**config.mk**
```make
export PLATFORM = sky130hd
export DESIGN_NAME = anchored_axis_remapper_flat
export DESIGN_NICKNAME = d
export VERILOG_FILES = /design/src/rtl/aar_pkg.sv /design/src/rtl/aar_ifs.sv /design/src/rtl/aar_cfg.sv /design/src/rtl/aar_front.sv /design/src/rtl/aar_fifo.sv /design/src/rtl/aar_back.sv /design/src/rtl/anchored_axis_remapper.sv /design/src/flat_wrapper.sv
export VERILOG_INCLUDE_DIRS = /design/src /design/src/rtl
export SDC_FILE = /design/constraint.sdc
export NUM_CORES = 2
export LEC_CHECK = 0
export ABC_AREA = 1
export BUFFER_PORTS_ARGS = -buffer_cell sky130_fd_sc_hd__buf_2
export CORE_ASPECT_RATIO = 0.6
export CORE_MARGIN = 8
export CORE_UTILIZATION = 56
export DETAILED_ROUTE_END_ITERATION = 6
export HOLD_SLACK_MARGIN = 0.08
export PLACE_DENSITY = 0.78
export SLEW_MARGIN = 5
export SYNTH_ARGS = -nofsm -noshare
export SYNTH_HDL_FRONTEND = slang
export SYNTH_SLANG_ARGS = --single-unit
```
**constraint.sdc**
```tcl
create_clock -name clk -period 46.7 [get_ports clk]
set_input_delay 9.34 -clock clk [delete_from_list [all_inputs] [get_ports clk]]
set_output_delay 9.34 -clock clk [all_outputs]
set_load 0.005 [all_outputs]
```
**src/rtl/anchored_axis_remapper_macros.svh**
```systemverilog
// Assertion helpers shared by the remapper modules.
`ifndef ANCHORED_AXIS_REMAPPER_MACROS_SVH
`define ANCHORED_AXIS_REMAPPER_MACROS_SVH

// Check a property at every rising edge outside reset.
`define AAR_ASSERT(label, clk, rst, prop) \
  label: assert property (@(posedge clk) disable iff (rst) (prop)) \
    else $error("anchored_axis_remapper: assertion failed");

// Check that a signal does not change in the cycle after a condition.
`define AAR_ASSERT_STABLE(label, clk, rst, cond, sig) \
  label: assert property (@(posedge clk) disable iff (rst) (cond) |=> $stable(sig)) \
    else $error("anchored_axis_remapper: signal moved while held");

`endif

```
**src/rtl/aar_pkg.sv**
```systemverilog
`timescale 1ns / 1ps

package aar_pkg;

  localparam int COORD_BITS     = 16;
  localparam int PROD_BITS      = 2 * COORD_BITS;
  localparam int CFG_INDEX_BITS = 4;
  localparam int QUEUE_DEPTH    = 2;
  localparam int QPTR_BITS      = $clog2(QUEUE_DEPTH);
  localparam int QCOUNT_BITS    = $clog2(QUEUE_DEPTH + 1);

  typedef logic [COORD_BITS-1:0] coord_t;

  typedef enum logic [CFG_INDEX_BITS-1:0] {
    REG_SOURCE_MIN         = CFG_INDEX_BITS'(0),
    REG_SOURCE_MAX         = CFG_INDEX_BITS'(1),
    REG_TARGET_MIN         = CFG_INDEX_BITS'(2),
    REG_TARGET_MAX         = CFG_INDEX_BITS'(3),
    REG_SOURCE_ANCHOR_LOW  = CFG_INDEX_BITS'(4),
    REG_SOURCE_ANCHOR_HIGH = CFG_INDEX_BITS'(5),
    REG_TARGET_ANCHOR_LOW  = CFG_INDEX_BITS'(6),
    REG_TARGET_ANCHOR_HIGH = CFG_INDEX_BITS'(7)
  } cfg_reg_t;

  typedef struct packed {
    coord_t source_min;
    coord_t source_max;
    coord_t target_min;
    coord_t target_max;
    coord_t source_anchor_low;
    coord_t source_anchor_high;
    coord_t target_anchor_low;
    coord_t target_anchor_high;
  } cfg_t;

  // One classified coordinate waiting for the arithmetic back end.
  typedef struct packed {
    logic   early;   // result known without dividing
    coord_t eval;    // that result
    coord_t off;     // s - lo
    coord_t span;    // hi - lo
    coord_t tspan;   // |thi - tlo|
    coord_t tlo;
    logic   dir;     // target falls across the segment
  } work_t;

endpackage

```
**src/rtl/aar_ifs.sv**
```systemverilog
`timescale 1ns / 1ps

interface aar_raw_if import aar_pkg::*; ();
  logic   valid;
  logic   ready;
  coord_t raw_coord;
  modport source (output valid, raw_coord, input ready);
  modport sink (input valid, raw_coord, output ready);
endinterface

interface aar_mapped_if import aar_pkg::*; ();
  logic   valid;
  logic   ready;
  coord_t mapped_coord;
  modport source (output valid, mapped_coord, input ready);
  modport sink (input valid, mapped_coord, output ready);
endinterface

interface aar_cfg_if import aar_pkg::*; ();
  logic                      valid;
  logic                      ready;
  logic [CFG_INDEX_BITS-1:0] index;
  coord_t                    data;
  modport source (output valid, index, data, input ready);
  modport sink (input valid, index, data, output ready);
endinterface

```
**src/rtl/aar_cfg.sv**
```systemverilog
`timescale 1ns / 1ps

module aar_cfg import aar_pkg::*; (
  input  logic         clk,
  input  logic         rst,
  aar_cfg_if.sink      cfg,
  output cfg_t         regs
);

  assign cfg.ready = 1'b1;

  always_ff @(posedge clk) begin
    if (rst) begin
      regs.source_min         <= '0;
      regs.source_max         <= '1;
      regs.target_min         <= '0;
      regs.target_max         <= '1;
      regs.source_anchor_low  <= '0;
      regs.source_anchor_high <= '0;
      regs.target_anchor_low  <= '0;
      regs.target_anchor_high <= '0;
    end else if (cfg.valid) begin
      unique case (cfg_reg_t'(cfg.index))
        REG_SOURCE_MIN:         regs.source_min         <= cfg.data;
        REG_SOURCE_MAX:         regs.source_max         <= cfg.data;
        REG_TARGET_MIN:         regs.target_min         <= cfg.data;
        REG_TARGET_MAX:         regs.target_max         <= cfg.data;
        REG_SOURCE_ANCHOR_LOW:  regs.source_anchor_low  <= cfg.data;
        REG_SOURCE_ANCHOR_HIGH: regs.source_anchor_high <= cfg.data;
        REG_TARGET_ANCHOR_LOW:  regs.target_anchor_low  <= cfg.data;
        REG_TARGET_ANCHOR_HIGH: regs.target_anchor_high <= cfg.data;
        default: ;
      endcase
    end
  end

endmodule

```
**src/rtl/aar_front.sv**
```systemverilog
`timescale 1ns / 1ps

module aar_front import aar_pkg::*; (
  input  logic    clk,
  input  logic    rst,
  input  cfg_t    regs,
  aar_raw_if.sink raw,
  output logic    push_valid,
  input  logic    push_ready,
  output work_t   work
);
  `include "anchored_axis_remapper_macros.svh"

  logic   anchored;
  coord_t alo, ahi;
  coord_t lo, hi, tlo, thi;
  coord_t s;

  assign s          = raw.raw_coord;
  assign push_valid = raw.valid;
  assign raw.ready  = push_ready;

  always_comb begin
    anchored = |{regs.source_anchor_low, regs.source_anchor_high,
                 regs.target_anchor_low, regs.target_anchor_high};

    // Zero or out-of-range source anchors fall back to the source limits.
    if (regs.source_anchor_high == '0 || regs.source_anchor_high > regs.source_max) begin
      ahi = regs.source_max;
    end else begin
      ahi = regs.source_anchor_high;
    end
    if (regs.source_anchor_low == '0 || regs.source_anchor_low < regs.source_min) begin
      alo = regs.source_min;
    end else begin
      alo = regs.source_anchor_low;
    end

    if (!anchored) begin
      lo = regs.source_min;  hi = regs.source_max;
      tlo = regs.target_min; thi = regs.target_max;
    end else if (s < alo) begin
      lo = regs.source_min;  hi = alo;
      tlo = regs.target_min; thi = regs.target_anchor_low;
    end else if (s <= ahi) begin
      lo = alo;                     hi = ahi;
      tlo = regs.target_anchor_low; thi = regs.target_anchor_high;
    end else begin
      lo = ahi;                      hi = regs.source_max;
      tlo = regs.target_anchor_high; thi = regs.target_max;
    end

    // Upper clamp wins over lower clamp, so empty segments never divide.
    work.early = 1'b1;
    if (s >= hi) begin
      work.eval = thi;
    end else if (s <= lo) begin
      work.eval = tlo;
    end else begin
      work.early = 1'b0;
      work.eval  = tlo;
    end
    work.off   = s - lo;
    work.span  = hi - lo;
    work.dir   = thi < tlo;
    work.tspan = work.dir ? (tlo - thi) : (thi - tlo);
    work.tlo   = tlo;
  end

  `AAR_ASSERT(a_div_operands_sane, clk, rst,
    push_valid && !work.early |-> work.span != '0 && work.off < work.span)

endmodule

```
**src/rtl/aar_fifo.sv**
```systemverilog
`timescale 1ns / 1ps

module aar_fifo import aar_pkg::*; (
  input  logic  clk,
  input  logic  rst,
  input  logic  push_valid,
  output logic  push_ready,
  input  work_t push_data,
  output logic  pop_valid,
  input  logic  pop_ready,
  output work_t pop_data
);
  `include "anchored_axis_remapper_macros.svh"

  work_t                  store [QUEUE_DEPTH];
  logic [QPTR_BITS-1:0]   wr_ptr, rd_ptr;
  logic [QCOUNT_BITS-1:0] count;
  logic                   push, pop;

  assign push_ready = count != QCOUNT_BITS'(QUEUE_DEPTH);
  assign pop_valid  = count != '0;
  assign pop_data   = store[rd_ptr];
  assign push       = push_valid && push_ready;
  assign pop        = pop_valid && pop_ready;

  always_ff @(posedge clk) begin
    if (push) begin
      store[wr_ptr] <= push_data;
    end
  end

  always_ff @(posedge clk) begin
    if (rst) begin
      wr_ptr <= '0;
      rd_ptr <= '0;
      count  <= '0;
    end else begin
      if (push) wr_ptr <= wr_ptr + 1'b1;
      if (pop)  rd_ptr <= rd_ptr + 1'b1;
      if (push && !pop) begin
        count <= count + 1'b1;
      end else if (pop && !push) begin
        count <= count - 1'b1;
      end
    end
  end

  `AAR_ASSERT(a_fill_tracks_push, clk, rst,
    push && !pop |=> count == $past(count) + 1'b1)

endmodule

```
**src/rtl/aar_back.sv**
```systemverilog
`timescale 1ns / 1ps

module aar_back import aar_pkg::*; (
  input  logic          clk,
  input  logic          rst,
  input  logic          pop_valid,
  output logic          pop_ready,
  input  work_t         pop_data,
  aar_mapped_if.source  mapped
);
  `include "anchored_axis_remapper_macros.svh"

  typedef struct packed {
    logic                 early;
    coord_t               eval;
    coord_t               span;
    coord_t               tlo;
    logic                 dir;
    logic [PROD_BITS-1:0] acc;  // remainder above, numerator/quotient below
  } pipe_t;

  // One restoring division step: shift in a numerator bit, subtract if it fits.
  function automatic pipe_t div_step(pipe_t p);
    logic [COORD_BITS:0] part;
    logic [COORD_BITS:0] diff;
    logic                ge;
    pipe_t               r;
    part  = p.acc[PROD_BITS-1:COORD_BITS-1];
    diff  = part - {1'b0, p.span};
    ge    = part >= {1'b0, p.span};
    r     = p;
    r.acc = {(ge ? diff[COORD_BITS-1:0] : part[COORD_BITS-1:0]),
             p.acc[COORD_BITS-2:0], ge};
    return r;
  endfunction

  pipe_t               st [COORD_BITS+1];
  logic [COORD_BITS:0] vld;
  logic                en, pop;
  logic                out_valid;
  coord_t              out_coord;
  coord_t              quot;

  assign en        = !out_valid || mapped.ready;
  assign pop_ready = en;
  assign pop       = pop_valid && en;

  assign mapped.valid        = out_valid;
  assign mapped.mapped_coord = out_coord;

  assign quot = st[COORD_BITS].acc[COORD_BITS-1:0];

  always_ff @(posedge clk) begin
    if (en) begin
      st[0].early <= pop_data.early;
      st[0].eval  <= pop_data.eval;
      st[0].span  <= pop_data.span;
      st[0].tlo   <= pop_data.tlo;
      st[0].dir   <= pop_data.dir;
      st[0].acc   <= PROD_BITS'(pop_data.off) * PROD_BITS'(pop_data.tspan);
      for (int k = 0; k < COORD_BITS; k++) begin
        st[k+1] <= div_step(st[k]);
      end
      if (st[COORD_BITS].early) begin
        out_coord <= st[COORD_BITS].eval;
      end else if (st[COORD_BITS].dir) begin
        out_coord <= st[COORD_BITS].tlo - quot;
      end else begin
        out_coord <= st[COORD_BITS].tlo + quot;
      end
    end
  end

  always_ff @(posedge clk) begin
    if (rst) begin
      vld       <= '0;
      out_valid <= 1'b0;
    end else if (en) begin
      vld       <= {vld[COORD_BITS-1:0], pop};
      out_valid <= vld[COORD_BITS];
    end
  end

  `AAR_ASSERT_STABLE(a_stall_freezes_pipe, clk, rst, out_valid && !mapped.ready, vld)
  `AAR_ASSERT(a_result_follows_last_stage, clk, rst,
    en && vld[COORD_BITS] |=> out_valid)

endmodule

```
**src/rtl/anchored_axis_remapper.sv**
```systemverilog
`timescale 1ns / 1ps
// Piecewise-linear axis remapper with an optional central anchor window.
// Channels: raw carries one raw_coord per transfer in; mapped carries one
// mapped_coord per transfer out; cfg writes one of eight range registers
// (index 0..7, higher indexes are dropped) and is always ready. Write cfg
// only while no coordinate is in flight.
// Throughput: one coordinate per cycle sustained while the receiver is ready.
// Path: a coordinate accepted on raw is written into the queue, then passes
// the multiplier register, the COORD_BITS stages of the one-bit-per-stage
// divider and the output register before it appears on mapped. The divider
// pipeline sets the latency.
// Reset (synchronous, rst high) loads the default full-range mapping,
// disables anchoring and empties the queue and pipeline.
// When the receiver stalls, the whole back pipeline holds; the two-entry
// queue keeps taking raw transfers until it fills, then raw.ready drops.
module anchored_axis_remapper import aar_pkg::*; (
  input  logic         clk,
  input  logic         rst,
  aar_cfg_if.sink      cfg,
  aar_raw_if.sink      raw,
  aar_mapped_if.source mapped
);

  cfg_t  regs;
  work_t push_data, pop_data;
  logic  push_valid, push_ready;
  logic  pop_valid, pop_ready;

  // Hold the range registers; the user must write them only between bursts, the block does not enforce this.
  aar_cfg u_cfg (
    .clk  (clk),
    .rst  (rst),
    .cfg  (cfg),
    .regs (regs)
  );

  // Classify each raw coordinate into its segment and clamp early.
  aar_front u_front (
    .clk        (clk),
    .rst        (rst),
    .regs       (regs),
    .raw        (raw),
    .push_valid (push_valid),
    .push_ready (push_ready),
    .work       (push_data)
  );

  // Decouple the classifier from the arithmetic so each side stalls alone.
  aar_fifo u_fifo (
    .clk        (clk),
    .rst        (rst),
    .push_valid (push_valid),
    .push_ready (push_ready),
    .push_data  (push_data),
    .pop_valid  (pop_valid),
    .pop_ready  (pop_ready),
    .pop_data   (pop_data)
  );

  // Multiply, divide and offset; advance only when the output can move.
  aar_back u_back (
    .clk       (clk),
    .rst       (rst),
    .pop_valid (pop_valid),
    .pop_ready (pop_ready),
    .pop_data  (pop_data),
    .mapped    (mapped)
  );

endmodule
```
**src/flat_wrapper.sv**
```systemverilog
// flat-port wrapper written by rule: the top's interface ports become plain ports
module anchored_axis_remapper_flat import aar_pkg::*;
  (clk, rst, cfg_valid, cfg_index, cfg_data, cfg_ready, raw_valid, raw_raw_coord, raw_ready, mapped_valid, mapped_mapped_coord, mapped_ready);
  aar_cfg_if cfg_i ();
  aar_raw_if raw_i ();
  aar_mapped_if mapped_i ();
  input  logic clk;
  input  logic rst;
  input wire logic [$bits(cfg_i.valid)-1:0] cfg_valid;
  input wire logic [$bits(cfg_i.index)-1:0] cfg_index;
  input wire logic [$bits(cfg_i.data)-1:0] cfg_data;
  output wire logic [$bits(cfg_i.ready)-1:0] cfg_ready;
  input wire logic [$bits(raw_i.valid)-1:0] raw_valid;
  input wire logic [$bits(raw_i.raw_coord)-1:0] raw_raw_coord;
  output wire logic [$bits(raw_i.ready)-1:0] raw_ready;
  output wire logic [$bits(mapped_i.valid)-1:0] mapped_valid;
  output wire logic [$bits(mapped_i.mapped_coord)-1:0] mapped_mapped_coord;
  input wire logic [$bits(mapped_i.ready)-1:0] mapped_ready;
  assign cfg_i.valid = cfg_valid;
  assign cfg_i.index = cfg_index;
  assign cfg_i.data = cfg_data;
  assign cfg_ready = cfg_i.ready;
  assign raw_i.valid = raw_valid;
  assign raw_i.raw_coord = raw_raw_coord;
  assign raw_ready = raw_i.ready;
  assign mapped_valid = mapped_i.valid;
  assign mapped_mapped_coord = mapped_i.mapped_coord;
  assign mapped_i.ready = mapped_ready;
  anchored_axis_remapper u_core (.clk(clk), .rst(rst), .cfg(cfg_i), .raw(raw_i), .mapped(mapped_i));
endmodule
```
# After elaboration in Yosys (flattened, before gate mapping)
# Memories as Yosys holds them, arrays and structs flattened. A register that Yosys moved wholly into a read port is not among the register bits.
# Index checks and enable logic that the tools add are counted.
[totals]
reg_bits = 166
ramBits = 1558
inputBits = 41
out_inout_bits = 19
word_cells = 142
mem_count = 2
[mem_list]
columns = ["name", "words", "word_bits", "rd", "rd_clocked_by_memory_dff", "wr", "line_no", "text"]
rows = [
  ["u_core.u_back.st", 17, 82, 17, 0, 17, "aar_back.sv:37", "pipe_t st [COORD_BITS+1];"],
  ["u_core.u_fifo.store", 2, 82, 1, 1, 1, "aar_fifo.sv:15", "work_t store [QUEUE_DEPTH];"],
]
[op_classes]
addsub = 26
multipliers = 1
magnitude_cmp = 23
eq_ne = 8
mux = 44
n_reduce_logical = 24
[ops]
columns = ["cell", "count"]
rows = [
  ["$mux 16", 34],
  ["$sub 16x16->16", 21],
  ["$ge 17x16->1", 16],
  ["$reduce_or 64->1", 1],
  ["$lt 16x16->1", 3],
  ["$le 16x16->1", 2],
  ["$logic_not 16->1", 2],
  ["$mul 16x16->32", 1],
  ["$add 16x16->16", 1],
  ["$eq 4x3->1 const B", 4],
  ["$ge 16x16->1", 1],
  ["$gt 16x16->1", 1],
  ["$reduce_and 2->1", 8],
  ["$eq 4x2->1 const B", 2],
  ["$mux 1", 8],
  ["$eq 4x1->1 const B", 1],
  ["$logic_and 1x1->1", 4],
  ["$logic_not 4->1", 1],
  ["$mux 2", 2],
  ["$reduce_bool 2->1", 2],
  ["$logic_not 1->1", 3],
  ["$logic_or 1x1->1", 3],
  ["$add 1x1->1 const B", 2],
  ["$add 2x1->2 const B", 1],
  ["other kinds (2)", 2],
]

# Longest topological paths before layout
[logic_depth]
ltp_word = 10
ltp_mapped = 51
ltp_nobuf = 46

# By module
# A second synthesis with hierarchy kept.
[hier_totals]
cells_unflattened = 9160
area_unflattened_um2 = 90693.2
[modules_own_cells]
columns = ["module", "instances", "cells_per_inst", "area_per_inst_um2", "seq_area_each_um2"]
rows = [
  ["aar_back", 1, 6872, 71937.7, 41740.0],
  ["aar_front", 1, 1291, 7338.3, 0.0],
  ["aar_fifo", 1, 292, 6558.8, 5024.8],
  ["aar_cfg", 1, 705, 4858.4, 2562.5],
]

# Least setup slack after synthesis
# Ideal clock, no wire load.
[synth_timing]
kind = "in2reg"
start = "input port mapped_ready"
end = "register u_core.u_back.out_coord[0], in the netlist u_core.u_back.mapped.mapped_coord[0] (enable)"
setup_time_ns = 2.278
arrival_time_ns = 46.590
required_ns = 44.422
path_slack_ns = -2.169
cell_stages = 3
n_path_buf = 1
cell_sequence = "nor2_1 > clkinv_1 > buf_1"
[synth_between]
elab_chain_len = 1
[synth_rtl]
columns = ["item", "line_no", "text"]
rows = [
  ["from (decl)", "flat_wrapper.sv:18", "input wire logic [$bits(mapped_i.ready)-1:0] mapped_ready;"],
  ["$logic_or 1x1->1", "aar_back.sv:44", "assign en = !out_valid || mapped.ready;"],
  ["to (signal assigned)", "aar_back.sv:65", "out_coord <= st[COORD_BITS].eval;"],
  ["to (signal assigned)", "aar_back.sv:67", "out_coord <= st[COORD_BITS].tlo - quot;"],
  ["to (signal assigned)", "aar_back.sv:69", "out_coord <= st[COORD_BITS].tlo + quot;"],
  ["to (decl)", "aar_back.sv:41", "coord_t out_coord;"],
]
# Every way passes these cells.
# A chain may end at the register's enable or synchronous reset.

==> results.toml <==
[setup_path]
cp_common_cell = "buf_4"
cp_data_arrival_time_ns = 15.63
required_ns = 47.07
path_max_fanout = 143
cp_cell_sequence = "buf_2, nor2_1, buf_4, inv_8, buf_4, buf_4, buf_4, buf_4, buf_4, buf_4"
cpPeakStageDelay_ns = 0.95
criticalPathCategory = "input pin to register"
r2r_cells = 31
worstSetupEndpointType = "register"
crit_slowest_cell = "buf_4"
setup.worst_path.start_class = "input pin"

[detailed_routing]
drt-pass1-iter-count = 6
wl_mm = 180
num_vias = 50700
wire_per_inst_um = 20.2
drtIter0Drc = 5816
post-route-drc-count = 0
vias_per_cell = 5.68
drt.antenna.violating_nets = 0

[logic_synthesis]
avgSynthCellArea_um2 = 11.9
synth_edf_count = 1542
syn_nets = 7550
synth-seq-cells = 1693
async_flop_share_pct = 0
yosys_warnings = 0
synth_top_cell_area_share_pct = 57.2
synth_area_um2 = 80900
yosysSeqAreaShare_pct = 60.9
synth_top_cell_by_area = "edfxtp_1"
synth_area_leaders = "edfxtp_1 57%, ha_1 7.9%, fa_1 5.3%, nand2_1 4.1%, inv_1 4.0%"
ys.flop_type = "edfxtp_1"
synth.distinct_cells = 58
synth_cells = 6781

[placed_design]
hpwl_mm = 128
place_congestion = 0.942
portBuffers = 58
dpl.cell_count = 8653
dpl_cell_area_um2 = 83400

[clock_network]
ctsHoldBuffers = 0
h-tree-depth = 4
post_cts_resized = 0
cts_root_buffer = "clkbuf_16"
post_cts_buffers = 0
cts_buffer_depth = 3
cts_tree = "done"
clk_pin_slew_ns = 0.06
clock_latency_ns = 0.78
cts_made_buffers = 148
clkSinkCount = 1693

[global_routing]
grt_pass1_wl_mm = 279
grt_max_degree = 200
first_global_vias = 48700
grt_overflow_total = 0
antenna_found_initial = 4
grt_use_total_pct = 22.4

[sta]
max_freq_ghz = 0.0655
setup_viol = 0
slew_violations = 0
rsz0062_at_grt = "no"
max_slew_margin_pct = 17.0
finalClockSkew_ns = 0.0397
tightest_slew_ns = 1.24
hold_viol_final = 0
min_period_over_period_pct = 32.7
fin_setup_tns_ns = 0
timing.final.crit_period_ns = 15.26
hold_slack_ns = 0.403

[final_layout]
fillers = 10800
drive_gt1_share_pct = 6.12
num-nets-final = 7647
seq_area_um2 = 49300
instances_no_fill = 8924
finish.instance_area_um2 = 88400
multiInputGateArea_um2 = 27600
area_delta_synth_final_pct = 9.15

[floorplanning]
io_pins = 60
start_util_pct = 56.2
die_w_um = 507
core_um2 = 144000
num_rows = 108
dieArea_um2 = 157000
die_y_um = 311

[hold_path]
hp-class = "register to register"
min_delay_path_depth = 0

[status]
status = "finished, final reports clean"

[run]
cap_viol_max_count = 0
[through the flow]
step / setup WS [ns] / utilization (%)
after floorplan: 2.52 / -
after global placement: 30.75 / 57.9
after detailed placement: 30.63 / 57.9
after CTS: 31.42 / 61.3
after global routing: 30.92 / 61.3
final: 31.44 / 61.3
[final cells by class]
type	instances	share of cell area, %
sequential	1693	55.8
multi-input combinational	4035	31.2
clock buffer	178	4.39
inverter	883	3.76
tap	1925	2.73
clock inverter	91	1.20
timing repair buffer	117	0.844
antenna	2	0.00566
[kinds of logic (layout without fill, tap and decap cells)]
kind of cell,after synthesis,after routing,share of synthesized area (%)
and+or+nand+nor,1736,1736,8.69
adders and majority gates,728,728,13.2
DFF,1693,1693,60.9
other,1,3,0.00463
buffers and inverters,1053,1269,5.03
AOI/OAI and AO/OA,1236,1236,8.33
xor gates and xnor gates,280,280,3.03
muxes,54,54,0.748
[Yosys cell counts, drive strengths merged (3+ instances only)]
cell type and instances:
clkbuf 103, a2111oi 3, xor2 145, dfxtp 151
xnor2 135, fa 214, o211ai 41, ha 514
nor2 583, a211oi 14, o21bai 38, nor4 40
a22oi 17, o221a 3, a21oi 634, inv 871
o21ai 412, nand3 135, edfxtp 1542, nor3 31
nand4 40, a31oi 17, nor3b 8, a311oi 4
mux2 52, nand2 893, or2 3, o221ai 4
clkinv 12, a21o 5, a221o 11, o21a 7
buf 67, o22ai 14
[worst max-delay path, delay by kind of cell]
family        cells  cell delay [ns]
buf+inv           9             5.84
simple gates      1             0.04
[state kept, by name (all words and copies together) (netlist names), named ones only]
name	cells
u_core.u_back.vld	17
u_core.u_back.mapped.mapped_coord	16
u_core.u_fifo.count	2
u_core.u_fifo.store	164
u_core.u_back.st	1362
u_core.u_fifo.rd_ptr	1
u_core.u_cfg.regs	128
u_core.u_back.mapped.valid	1
u_core.u_fifo.wr_ptr	1
[final timing paths]
path	to	slack [ns]	from
max	u_core.u_back.st[0][91]	31.44	mapped_ready
min	u_core.u_back.st[0][198]	0.40	u_core.u_back.st[0][116]
max reg2reg	u_core.u_back.st[0][31]	37.52	register
min reg2reg	u_core.u_back.st[0][198]	0.40	u_core.u_back.st[0][116]
[placed cells by master, fill, tap and decap left out, drive strengths merged, types with 11 or more instances in the layout]
master / n
o22ai: 14
nor2: 583
a22oi: 17
nand4: 40
o21ai: 412
buf: 117
clkinv: 72
nand2: 893
dfxtp: 151
edfxtp: 1542
inv: 881
xnor2: 135
nand3: 135
a21oi: 634
mux2: 52
ha: 514
nor3: 31
xor2: 145
a221o: 11
nor4: 40
bufinv: 15
a31oi: 17
o211ai: 41
clkbuf: 178
a211oi: 14
fa: 214
o21bai: 38
[routing by layer]
metal / track usage [%] / vias up / share of wire [%]
li1: - / 23600 / -
met1: 34.6 / 24600 / 46
met2: 32.5 / 2174 / 42
met3: 4.96 / 288 / 9.9
met4: 5.29 / 0 / 2.1
met5: 0 / - / 0
Power is left out: the tool's default activity adds up to more than one toggle a clock period on the data nets, which glitch-free logic cannot reach.
